[src/sv/mrfc_pkg.sv]
`default_nettype none
// ----------------------------------------------------------------------------
// Meter reply frame checker package
// Shared word types, reply kind codes, status codes and CRC helpers.
// ----------------------------------------------------------------------------
package mrfc_pkg;

   localparam int unsigned StoreDepth = 12;
   localparam logic [4:0] IdlePos = 5'd31;
   localparam logic [15:0] CrcInit = 16'hFFFF;
   localparam logic [15:0] CrcPoly = 16'hA001;

   // Reciprocal of 100 scaled by 2**26, rounded up. Exact for 20-bit inputs.
   localparam int unsigned RecipShift = 26;
   localparam logic [19:0] Recip100 = 20'd671089;

   localparam logic [2:0] KIND_READY   = 3'd0;
   localparam logic [2:0] KIND_VOLTAGE = 3'd1;
   localparam logic [2:0] KIND_CURRENT = 3'd2;
   localparam logic [2:0] KIND_POWER   = 3'd3;
   localparam logic [2:0] KIND_ENERGY  = 3'd4;

   typedef enum logic [1:0] {
      STATUS_OK   = 2'd0,
      STATUS_CRC  = 2'd1,
      STATUS_DATA = 2'd2
   } status_type;

   typedef struct packed {
      logic [7:0] rx_byte;
      logic [2:0] reply_kind;
      logic       frame_start;
   } req_type;

   typedef struct packed {
      status_type  status;
      logic [2:0]  kind_out;
      logic [31:0] value_first;
      logic [23:0] value_second;
      logic [23:0] value_third;
   } rsp_type;

   // One finished frame, handed from the front end to the decoder.
   typedef struct packed {
      status_type                 status;
      logic [2:0]                 kind;
      logic [StoreDepth-1:0][7:0] payload;
   } frame_type;

   function automatic logic [4:0] frame_len(input logic [2:0] kind);
      logic [4:0] len;
      begin
         unique case (kind)
            KIND_VOLTAGE, KIND_CURRENT: len = 5'd12;
            KIND_POWER:                 len = 5'd15;
            KIND_ENERGY:                len = 5'd19;
            default:                    len = 5'd4;
         endcase
         return len;
      end
   endfunction

   function automatic logic [15:0] crc_byte(input logic [15:0] crc, input logic [7:0] b);
      logic [15:0] c;
      begin
         c = crc ^ {8'd0, b};
         for (int k = 0; k < 8; k++) begin
            if (c[0]) begin
               c = (c >> 1) ^ CrcPoly;
            end else begin
               c = c >> 1;
            end
         end
         return c;
      end
   endfunction

endpackage
`default_nettype wire

[src/sv/mrfc_back.sv]
`default_nettype none
// ----------------------------------------------------------------------------
// Meter reply frame checker decoder
// Divides power fields by 100, assembles phase values, holds the result word.
// ----------------------------------------------------------------------------
module mrfc_back (
   input  wire                  clock,
   input  wire                  reset,
   input  wire                  head_valid,
   input  mrfc_pkg::frame_type  head_frame,
   output logic                 pop,
   output logic                 rsp_valid,
   input  wire                  rsp_ready,
   output mrfc_pkg::rsp_type    rsp_data
);

   logic                 s1_valid_ff;
   mrfc_pkg::frame_type  s1_frame_ff;
   logic [2:0][13:0]     s1_quot_ff, s1_quot_in;
   logic                 out_valid_ff;
   mrfc_pkg::rsp_type    out_ff, out_in;
   logic                 out_en, s1_en;

   assign out_en    = !out_valid_ff || rsp_ready;
   assign s1_en     = !s1_valid_ff || out_en;
   assign pop       = head_valid && s1_en;
   assign rsp_valid = out_valid_ff;
   assign rsp_data  = out_ff;

   // Power divide: multiply by the scaled reciprocal and keep the high bits.
   always_comb begin
      logic [19:0] raw;
      logic [39:0] prod;
      for (int i = 0; i < 3; i++) begin
         raw  = {head_frame.payload[3*i+3][3:0], head_frame.payload[3*i+5],
                 head_frame.payload[3*i+4]};
         prod = raw * mrfc_pkg::Recip100;
         s1_quot_in[i] = prod[mrfc_pkg::RecipShift +: 14];
      end
   end

   always_comb begin
      logic [11:0][7:0] p;
      p = s1_frame_ff.payload;
      out_in.status       = s1_frame_ff.status;
      out_in.kind_out     = s1_frame_ff.kind;
      out_in.value_first  = 32'd0;
      out_in.value_second = 24'd0;
      out_in.value_third  = 24'd0;
      if (s1_frame_ff.status == mrfc_pkg::STATUS_OK) begin
         case (s1_frame_ff.kind)
            mrfc_pkg::KIND_VOLTAGE, mrfc_pkg::KIND_CURRENT: begin
               out_in.value_first  = {8'd0, p[0], p[2], p[1]};
               out_in.value_second = {p[3], p[5], p[4]};
               out_in.value_third  = {p[6], p[8], p[7]};
            end
            mrfc_pkg::KIND_POWER: begin
               out_in.value_first  = {18'd0, s1_quot_ff[0]};
               out_in.value_second = {10'd0, s1_quot_ff[1]};
               out_in.value_third  = {10'd0, s1_quot_ff[2]};
            end
            mrfc_pkg::KIND_ENERGY: begin
               out_in.value_first = {p[1], p[0], p[3], p[2]};
            end
            default: begin
               out_in.value_first = 32'd0;
            end
         endcase
      end
   end

   always_ff @(posedge clock) begin
      if (reset) begin
         s1_valid_ff  <= 1'b0;
         out_valid_ff <= 1'b0;
      end else begin
         if (s1_en) begin
            s1_valid_ff <= head_valid;
         end
         if (out_en) begin
            out_valid_ff <= s1_valid_ff;
         end
      end
      if (pop) begin
         s1_frame_ff <= head_frame;
         s1_quot_ff  <= s1_quot_in;
      end
      if (out_en && s1_valid_ff) begin
         out_ff <= out_in;
      end
   end

endmodule
`default_nettype wire

[config.mk]
export PLATFORM = sky130hd
export DESIGN_NAME = mrfc_back
export DESIGN_NICKNAME = d
export VERILOG_FILES = /design/src/sv/mrfc_pkg.sv /design/src/sv/mrfc_back.sv
export SDC_FILE = /design/constraint.sdc
export NUM_CORES = 1
export LEC_CHECK = 0
export CORE_MARGIN = 2
export CORE_UTILIZATION = 60
export DETAILED_ROUTE_END_ITERATION = 6
export DONT_BUFFER_PORTS = 1
export GPL_TIMING_DRIVEN = 1
export PLACE_DENSITY = 0.76
export SLEW_MARGIN = 20
export SYNTH_ARGS = -nofsm -noshare
export SYNTH_HDL_FRONTEND = slang
export SYNTH_SLANG_ARGS = --single-unit
[constraint.sdc]
create_clock -name clock -period 19.77 [get_ports clock]
set_input_delay 2.9655 -clock clock [delete_from_list [all_inputs] [get_ports clock]]
set_output_delay 2.9655 -clock clock [all_outputs]
set_load 0.05 [all_outputs]
* Word level (Yosys, flattened, before mapping)
Index checks and enable logic that the tools add are counted.
** Word-level totals
- Register bits :: 206
- Latch bits :: 0
- RAM bits :: 0
- Memory bits (read-only) :: 0
- Input port bits :: 105
- Word-level logic and storage cells :: 38
- Memories :: 0
** Operators by class
- Add/sub/neg operators :: 0
- $mul :: 3
- Divide/modulo/power cells :: 0
- $lt $le $gt $ge :: 0
- Equality and inequality tests :: 4
- Shifts and indexed selects :: 0
- Multiplexer cells :: 2
- Bitwise operators :: 0
- Reductions and logical operators :: 8
** Operators with widths (count)
- 20-bit by 20-bit multiplier with 40-bit output (second input constant) :: 3
- 32-bit one-hot mux with 3 select lines :: 1
- 48-bit one-hot mux with 2 select lines :: 1
- 3-bit by 2-bit equality test with 1-bit output (second input constant) :: 2
- 3-bit by 1-bit equality test with 1-bit output (second input constant) :: 1
- 3-bit equality test (second input constant) :: 1
- 1-bit logical AND :: 2
- 1-bit zero test :: 2
- 2-bit zero test :: 1
- 1-bit logical OR :: 2
- 2-bit OR reduction :: 1

* Longest topological paths before layout
Gate-level depths: netlist (run 1).
- Depth after elaboration :: 4
- Depth in mapped cells :: 23
- Mapped depth without buffers :: 23

* Worst setup path after synthesis (run 1)
Ideal clock, no wire load.
- Path kind :: input to output
- Start point :: input port rsp_ready
- End point :: output port pop
- Arrival time :: 12.693 ns
- Required time :: 16.804 ns
- Slack :: 4.111 ns
- Cell stages on the path :: 2
- Buffers on the path :: 0
- Cell sequence :: nor2b_1 > a21boi_0
** On the way
- Longest elaborated chain between the ends :: 3
** RTL lines
- start, declared :: line mrfc_back.sv:13 : input wire rsp_ready,
- 1-bit logical OR :: line mrfc_back.sv:24 : assign out_en = !out_valid_ff || rsp_ready;
- 1-bit logical OR :: line mrfc_back.sv:25 : assign s1_en = !s1_valid_ff || out_en;
- 1-bit logical AND :: line mrfc_back.sv:26 : assign pop = head_valid && s1_en;
- end, declared :: line mrfc_back.sv:11 : output logic pop,
No other way between the ends.

==> out/qor.csv, run 1 <==
metric,value,unit
dieArea,51300,um^2
path_class,input port to flip-flop,
crit_required,20.12,ns
fin_tns_setup,0,ns
grt_use_total,26.8,%
nets,3920,
crit_path_start_kind,input port,
seq_area_frac_synth,20.8,%
hold_path_startpoint,out_in[83],
async_flop_share,0,%
via_count,18600,
fin_worst_skew,0.0333,ns
avgViaCountPerCell,5.47,
gp_congestion,0.922,
netlist_area,29700,um^2
min-delay-path-class,flip-flop to flip-flop,
grt_max_degree,64,
yosys_warnings,0,
wl,65.1,mm
setup_viol,0,
ant_nets,0,
grt_pass1_vias,20600,
rows,81,
start_util,60.8,%
first_pass_iters,5,
cts_resized,0,
ys_seq_elements,206,
crit_path_start,head_frame[82],
rsz0062_at_grt,no,
dp_hpwl,54.1,mm
postCtsSetupRepairBufs,0,
cts_hold_buf,0,
grt.overflow.total,0,
antenna_found_initial,2,
wl_per_cell,19.1,um
drive_gt1_share,2.74,%
r2r_start,rsp_valid,
drv_cap,0,
clock_latency,0.56,ns
cts_buffer_depth,3,
synth_cells,2711,
drv_slew,0,
drcViolationCount,0,
cts_tree,built,
clock_sinks,206,
die_h,226,um
numCtsBuffers,24,
htree_levels,1,
final_cell_mix,"inv_1, ha_1, fa_1",
layout_commonest_cell,inv_1,
ys_types,59,
syn_nets,3911,
worst_slew_pin_slew,1.00,ns
drtIter0Drc,919,
max_freq,114,MHz
timing.slew.headroom,32.9,%
port_buffers,0,
status,"finished, final reports clean",
avgSynthCellArea,11.0,um^2
critPathArrivalTime,9.15,ns
cp-end-kind,flip-flop,
coreArea,48800,um^2
cts-root-buf,clkbuf_16,
path_max_fanout,6,
finalCritPeriodShare,44.5,%
yosys_most_used_dff,edfxtp_1,
clkTransAtPathRegs,0.06,ns
syn2layout_area_growth,5.49,%
synth_edf_count,204,
fin_crit,8.80,ns
grt_first_pass_wirelength,106,mm
hold_viol_final,0,
die_width,226,um
pin_count,192,
[through the flow]
stage                     utilization [%]  worst slack [ns]  hold slack, ns  cell area, um^2  instances
after floorplan                         -              4.11           0.442            29700       2711
after global placement               62.5             10.70           0.470            30500       3358
after detailed placement             62.5             10.53           0.491            30500       3358
after CTS                            64.1             11.08           0.502            31300       3402
after global routing                 64.1             10.74           0.513            31300       3402
final                                64.1             10.97           0.504            31300       3403
[cell type report]
type / instances / area, um^2
Multi-Input combinational cell: 1640 / 20300
Fill cell: 3820 / 17500
Sequential cell: 206 / 6170
Inverter: 841 / 3160
Tap cell: 664 / 831
Clock buffer: 28 / 616
Clock inverter: 16 / 189
Timing Repair Buffer: 7 / 52.6
Antenna cell: 1 / 2.50
[state kept, by name, indices dropped and copies added (netlist names)]
name and cells:
rsp_data 85, s1_frame_ff 72, s1_quot_ff 42, out_in 5, rsp_valid 1, s1_valid_ff 1
[final timing paths]
path / end / slack, ns / cells past startpoint
min reg2reg: rsp_data[83] / 0.50 / 0
max reg2reg: s1_frame_ff[38] / 16.68 / 4
min: rsp_data[83] / 0.50 / 0
max: s1_quot_ff[40] / 10.97 / 23
[worst max-delay path: stages]
cell and delay (ns):
inv_1 0.13, fa_1 0.44, inv_1 0.07, ha_1 0.19, inv_1 0.06, fa_1 0.38
fa_1 0.51, inv_1 0.07, fa_1 0.51, fa_1 0.52, inv_1 0.05, fa_1 0.48
inv_1 0.04, ha_1 0.30, nand2_1 0.10, o31ai_1 0.31, nand4_1 0.18, a211oi_1 0.55
nor4_1 0.22, nor3_1 0.33, nor3_1 0.16, o31ai_1 0.32, xor2_1 0.26
[cells by family (layout without fill, tap and decap cells)]
logic type | count (synthesis) | after routing | synth area share (%)
AND/OR/NAND/NOR | 252 | 252 | 4.13
XOR/XNOR | 44 | 44 | 1.30
other | 0 | 1 | 0
flip-flops | 206 | 206 | 20.8
buffers and inverters | 865 | 892 | 10.9
multiplexers | 14 | 14 | 0.531
adder cells (fa/ha/maj) | 1095 | 1095 | 57.1
AO/OA/AOI/OAI | 235 | 235 | 5.28
[synth_stat cells, types with 14 or more instances]
| master | instances | area share (%) |
|---|---|---|
| inv_1 | 841 | 11 |
| ha_1 | 663 | 28 |
| fa_1 | 432 | 29 |
| edfxtp_1 | 204 | 21 |
| nor2_1 | 94 | 1.2 |
| a21oi_1 | 70 | 1.2 |
| a22oi_1 | 45 | 1.1 |
| nand2_1 | 42 | 0.53 |
| a21o_1 | 34 | 0.86 |
| and3_1 | 33 | 0.70 |
| o21ai_0 | 29 | 0.49 |
| xnor2_1 | 26 | 0.77 |
| clkbuf_1 | 22 | 0.28 |
| xor2_1 | 18 | 0.53 |
| nor3_1 | 16 | 0.27 |
| and2_1 | 14 | 0.29 |
| mux2_2 | 14 | 0.53 |
[metal layers]
layer,up-vias,part of all wire [%],track usage [%]
met5,-,0.020,0
met4,2,2.8,7.75
met3,114,5.8,3.82
met2,498,50,47.0
met1,9313,41,34.5
li1,8672,-,-
Power of run 1 is not shown: default switching activity piles up to over one toggle a cycle in this logic, so the estimate is an artifact.
==> inputs of run 2 (changes only) <==
- PLACE_DENSITY: 0.76 -> 0.79
- clock period: 19.77 -> 7.3 ns (I/O delays scaled with it)
==> run 2 against run 1 <==
Worst hold slack lost 0.0088 ns. First-iteration DRC count shrank 2.7%. Flip-flop and latch count is the same. Die area is the same. Sequential share of layout area is essentially flat. Clock-buffer cell count shrank 2. Register-to-register slack lost 12 ns. Final cell count is essentially flat. Largest cell class unchanged. Highest routed layer unchanged.
==> out/qor.csv, run 2 (synthesized netlist as in run 1, its figures left out) <==
metric,value,unit,change
holdPathEnd,rsp_data[84],,
max_freq,150,MHz,
finalCritPeriodShare,91.5,%,
ant_nets,0,,unchanged
cp-end-kind,flip-flop,,
die_width,226,um,unchanged
min_path_cells,0,,unchanged
grt_first_pass_wirelength,108,mm,+1.9%
start_util,60.8,%,unchanged
crit_buf_inv,8,,+2
htree_levels,1,,unchanged
clock_sinks,206,,unchanged
drv_cap,0,,unchanged
path_max_fanout,6,,unchanged
critPathArrivalTime,6.94,ns,-2.21 ns
coreArea,48800,um^2,unchanged
port_buffers,0,,unchanged
wl_per_cell,19.6,um,+2.5%
nets,3921,,+0.026%
numCtsBuffers,23,,-4.2%
cts_buffer_depth,3,,unchanged
grt.overflow.total,0,,unchanged
dieArea,51300,um^2,unchanged
cp_top_family,adder cells,,
rows,81,,unchanged
rsz0062_at_grt,no,,
fin_worst_skew,0.0269,ns,-0.00648 ns
r2r_start,out_in[80],,
post-route-util,64.1,%,-0.067 points
first_pass_iters,5,,unchanged
pin_count,192,,unchanged
timing.slew.headroom,31.2,%,-1.8 points
drtIter0Drc,894,,-2.7%
status,"finished, final reports clean",,
grt_pass1_vias,21200,,+3.0%
setup_viol,0,,unchanged
drcViolationCount,0,,unchanged
postCtsSetupRepairBufs,0,,unchanged
fin_area,31300,um^2,-0.10%
antenna_found_initial,8,,+6
clock_latency,0.55,ns,about the same
grt_use_total,27.3,%,+0.57 points
wl,66.7,mm,+2.4%
cpPeakStageDelay,0.51,ns,-0.04 ns
final_cell_mix,"inv_1, ha_1, fa_1",,
syn2layout_area_growth,5.38,%,
reg2regPathDepth,5,,+1
die_h,226,um,unchanged
grt_max_degree,121,,+89%
worst_slew_pin_slew,1.03,ns,+0.0262 ns
crit-reg2reg-capture,rsp_data[49],,
fin_crit,6.68,ns,
fin_tns_setup,0,ns,unchanged
gp_congestion,0.939,,+1.8%
place_area,30500,um^2,about the same
cts_resized,0,,unchanged
cpMaxStageDelayCell,fa_1,,
via_count,18800,,+1.1%
drv_slew,0,,unchanged
hold_viol_final,0,,unchanged
layout_commonest_cell,inv_1,,
cts_tree,built,,
largest_reg_flops,85,,unchanged
hold_path_startpoint,out_in[84],,
path_class,input port to flip-flop,,
drive_gt1_share,2.60,%,-0.14 points
clkTransAtPathRegs,0.06,ns,about the same
min-delay-path-class,flip-flop to flip-flop,,
crit_path_start_kind,input port,,
dp_hpwl,55.0,mm,+1.6%
num-fill-cells,3740,,-2.1%
rrSetupSlack,4.75,ns,-11.93 ns
avgViaCountPerCell,5.53,,+1.1%
cts-root-buf,clkbuf_16,,
cts_hold_buf,0,,unchanged
crit_required,7.56,ns,-12.56 ns
run 2: cell type report:
class | instances | area, um^2 | share of cell area, %
diodes | 2 | 5.00 | 0.0160
clock buffers | 26 | 587 | 1.88
clock inverters | 14 | 151 | 0.484
inverters | 841 | 3160 | 10.1
multi-input cells | 1640 | 20300 | 64.9
flip-flops and latches | 206 | 6170 | 19.7
well taps | 664 | 831 | 2.66
repair buffers | 9 | 83.8 | 0.268
run 2: metrics by stage:
step	std cells	worst slack [ns]	hold slack, ns
6_report	3402	0.623	0.495
4_1_cts	3400	0.686	0.500
2_1_floorplan	2711	0.719	0.442
3_5_place_dp	3360	0.119	0.492
5_1_grt	3401	0.358	0.514
3_3_place_gp	3360	0.286	0.478
run 2: layer usage:
layer	share of wire [%]	routed length (um)	global-route usage, %	up-vias
met1	39	26300	33.1	9390
met3	6.1	4070	4.60	166
met4	3.9	2580	9.85	12
li1	-	-	-	8673
met5	0.12	80	0	-
met2	50	33700	49.0	559
run 2: how the worst max path moves through the flow:
stage                    from        endpoint  slack [ns]  cells after the start
2_1_floorplan  head_frame[64]  s1_quot_ff[27]        0.72                     21
3_3_place_gp   head_frame[82]  s1_quot_ff[41]        0.29                     25
3_5_place_dp   head_frame[58]  s1_quot_ff[27]        0.12                     23
4_1_cts        head_frame[58]  s1_quot_ff[27]        0.69                     23
5_1_grt        head_frame[58]  s1_quot_ff[27]        0.36                     23
6_report       head_frame[82]  s1_quot_ff[38]        0.62                     25
Power of run 2 is left out for the same reason.
==> inputs of run 3 (changes only) <==
- CORE_UTILIZATION: 60 -> 57
- PLACE_DENSITY: 0.79 -> 0.75
==> run 3 against run 2 <==
Maximum frequency rose by 1.3%. First-iteration DRC count rose by 8.5%. Critical endpoint is now s1_quot_ff[40]. Largest cell class unchanged. Clock-buffer cell count down 2. Non-clock buffer count unchanged.
==> out/qor.csv, run 3 (synthesized netlist as in run 1, its figures left out) <==
metric,value,unit,change
status,"finished, final reports clean",,
drcViolationCount,0,,unchanged
die_h,232,um,+2.6%
syn2layout_area_growth,5.20,%,
via_count,18600,,-0.89%
fin_worst_skew,0.0255,ns,-0.00138 ns
cts-root-buf,clkbuf_16,,
met2_length,32.2,mm,-4.5%
fin_crit,6.59,ns,-0.0887 ns
drv_cap,0,,unchanged
place_area,30500,um^2,about the same
dieArea,53900,um^2,+5.2%
antenna_found_initial,2,,-6
critPathArrivalTime,6.84,ns,-0.10 ns
finalCritPeriodShare,90.3,%,-1.2 points
fin_tns_setup,0,ns,unchanged
first_pass_iters,5,,unchanged
highest_layer,met4,,
hold_viol_final,0,,unchanged
crit_path_start_kind,input port,,
clock_sinks,206,,unchanged
setup_viol,0,,unchanged
num-fill-cells,4008,,+7.2%
wl_met3,4.00,mm,-1.7%
path_cells,"inv_1, ha_1, fa_1, inv_1, fa_1, fa_1, fa_1, fa_1, ha_1, ha_1, nand3_1, nor2_1, nand4_1, a211oi_1, buf_4, nor4_1, buf_4, nor3_1, nor3_1, o31ai_1, xor2_1",,
pin_count,192,,unchanged
grt_first_pass_wirelength,106,mm,-2.2%
largest_reg_flops,85,,unchanged
crit_top_cell,fa_1,,
final_cell_mix,"inv_1, ha_1, fa_1",,
port_buffers,0,,unchanged
fin_cells,3411,,+0.26%
numCtsBuffers,22,,-4.3%
drive_gt1_share,2.45,%,-0.14 points
grt_pass1_vias,20500,,-3.4%
htree_levels,1,,unchanged
avgViaCountPerCell,5.46,,-1.2%
drtIter0Drc,970,,+8.5%
crit_buf_inv,4,,-4
path_class,input port to flip-flop,,
cp_top_family,adder cells,,
cpMaxStageDelayCell,fa_1,,
wl_per_cell,19.2,um,-2.4%
ant_nets,0,,unchanged
clkTransAtPathRegs,0.06,ns,about the same
post-route-util,60.8,%,-3.3 points
timing.slew.headroom,27.6,%,-3.6 points
worst_slew_pin_slew,1.08,ns,+0.0539 ns
clock_latency,0.54,ns,about the same
rsz0062_at_grt,no,,
fin_area,31200,um^2,-0.16%
diodes,0,,-2
wirelength_met1,26.9,mm,+2.3%
dp_hpwl,54.8,mm,-0.42%
die_width,232,um,+2.6%
nets,3920,,-0.026%
path_max_fanout,9,,+3
rows,83,,+2.5%
min-delay-path-class,flip-flop to flip-flop,,
cpPeakStageDelay,0.57,ns,+0.06 ns
cts_hold_buf,0,,unchanged
grt_use_total,25.1,%,-2.2 points
drv_slew,0,,unchanged
coreArea,51400,um^2,+5.2%
postCtsSetupRepairBufs,0,,unchanged
layout_commonest_cell,inv_1,,
grt_max_degree,86,,-29%
start_util,57.8,%,-3.0 points
gp_congestion,0.944,,+0.52%
max_freq,152,MHz,+1.3%
cts_buffer_depth,3,,unchanged
cts_resized,0,,unchanged
wl,65.3,mm,-2.1%
grt.overflow.total,0,,unchanged
placedCellCount,3376,,+0.48%
cts_tree,built,,
crit_required,7.55,ns,about the same
cp-end-kind,flip-flop,,
-- run 3: area by class of cell --
type	instances	area, um^2	area share [%]
clock buffer	24	579	1.85
clock inverter	11	108	0.344
multi-input combinational	1640	20300	65.0
inverter	841	3160	10.1
sequential	206	6170	19.7
timing repair buffer	9	71.3	0.228
tap	680	851	2.72
-- run 3: metal layers --
| metal | global-route usage, % | vias up |
|---|---|---|
| met5 | 0 | - |
| met1 | 33.1 | 9251 |
| met2 | 43.5 | 581 |
| met3 | 3.02 | 130 |
| li1 | - | 8670 |
| met4 | 7.55 | 0 |
-- run 3: path summary, 6_finish.rpt --
check	from	end	slack, ns	depth (start not counted)
worst max-delay path	head_frame[74]	s1_quot_ff[40]	0.71	21
worst min-delay path	out_in[84]	rsp_data[84]	0.49	0
worst max register to register	rsp_valid	s1_quot_ff[37]	4.40	4
worst min register to register	out_in[84]	rsp_data[84]	0.49	0
-- run 3: through the flow --
step	hold slack (ns)	worst slack, ns
after floorplan	0.442	0.719
after global placement	0.448	0.290
after detailed placement	0.462	0.171
after CTS	0.485	0.718
after global routing	0.501	0.367
final	0.493	0.712
-- run 3: worst reg2reg max path, cell delays in order (launching register included) --
cell and delay (ns):
dfxtp_1 0.49, nor2b_1 0.32, a21boi_4 0.18, buf_4 0.61, buf_4 0.86
Power of run 3 is left out for the same reason.
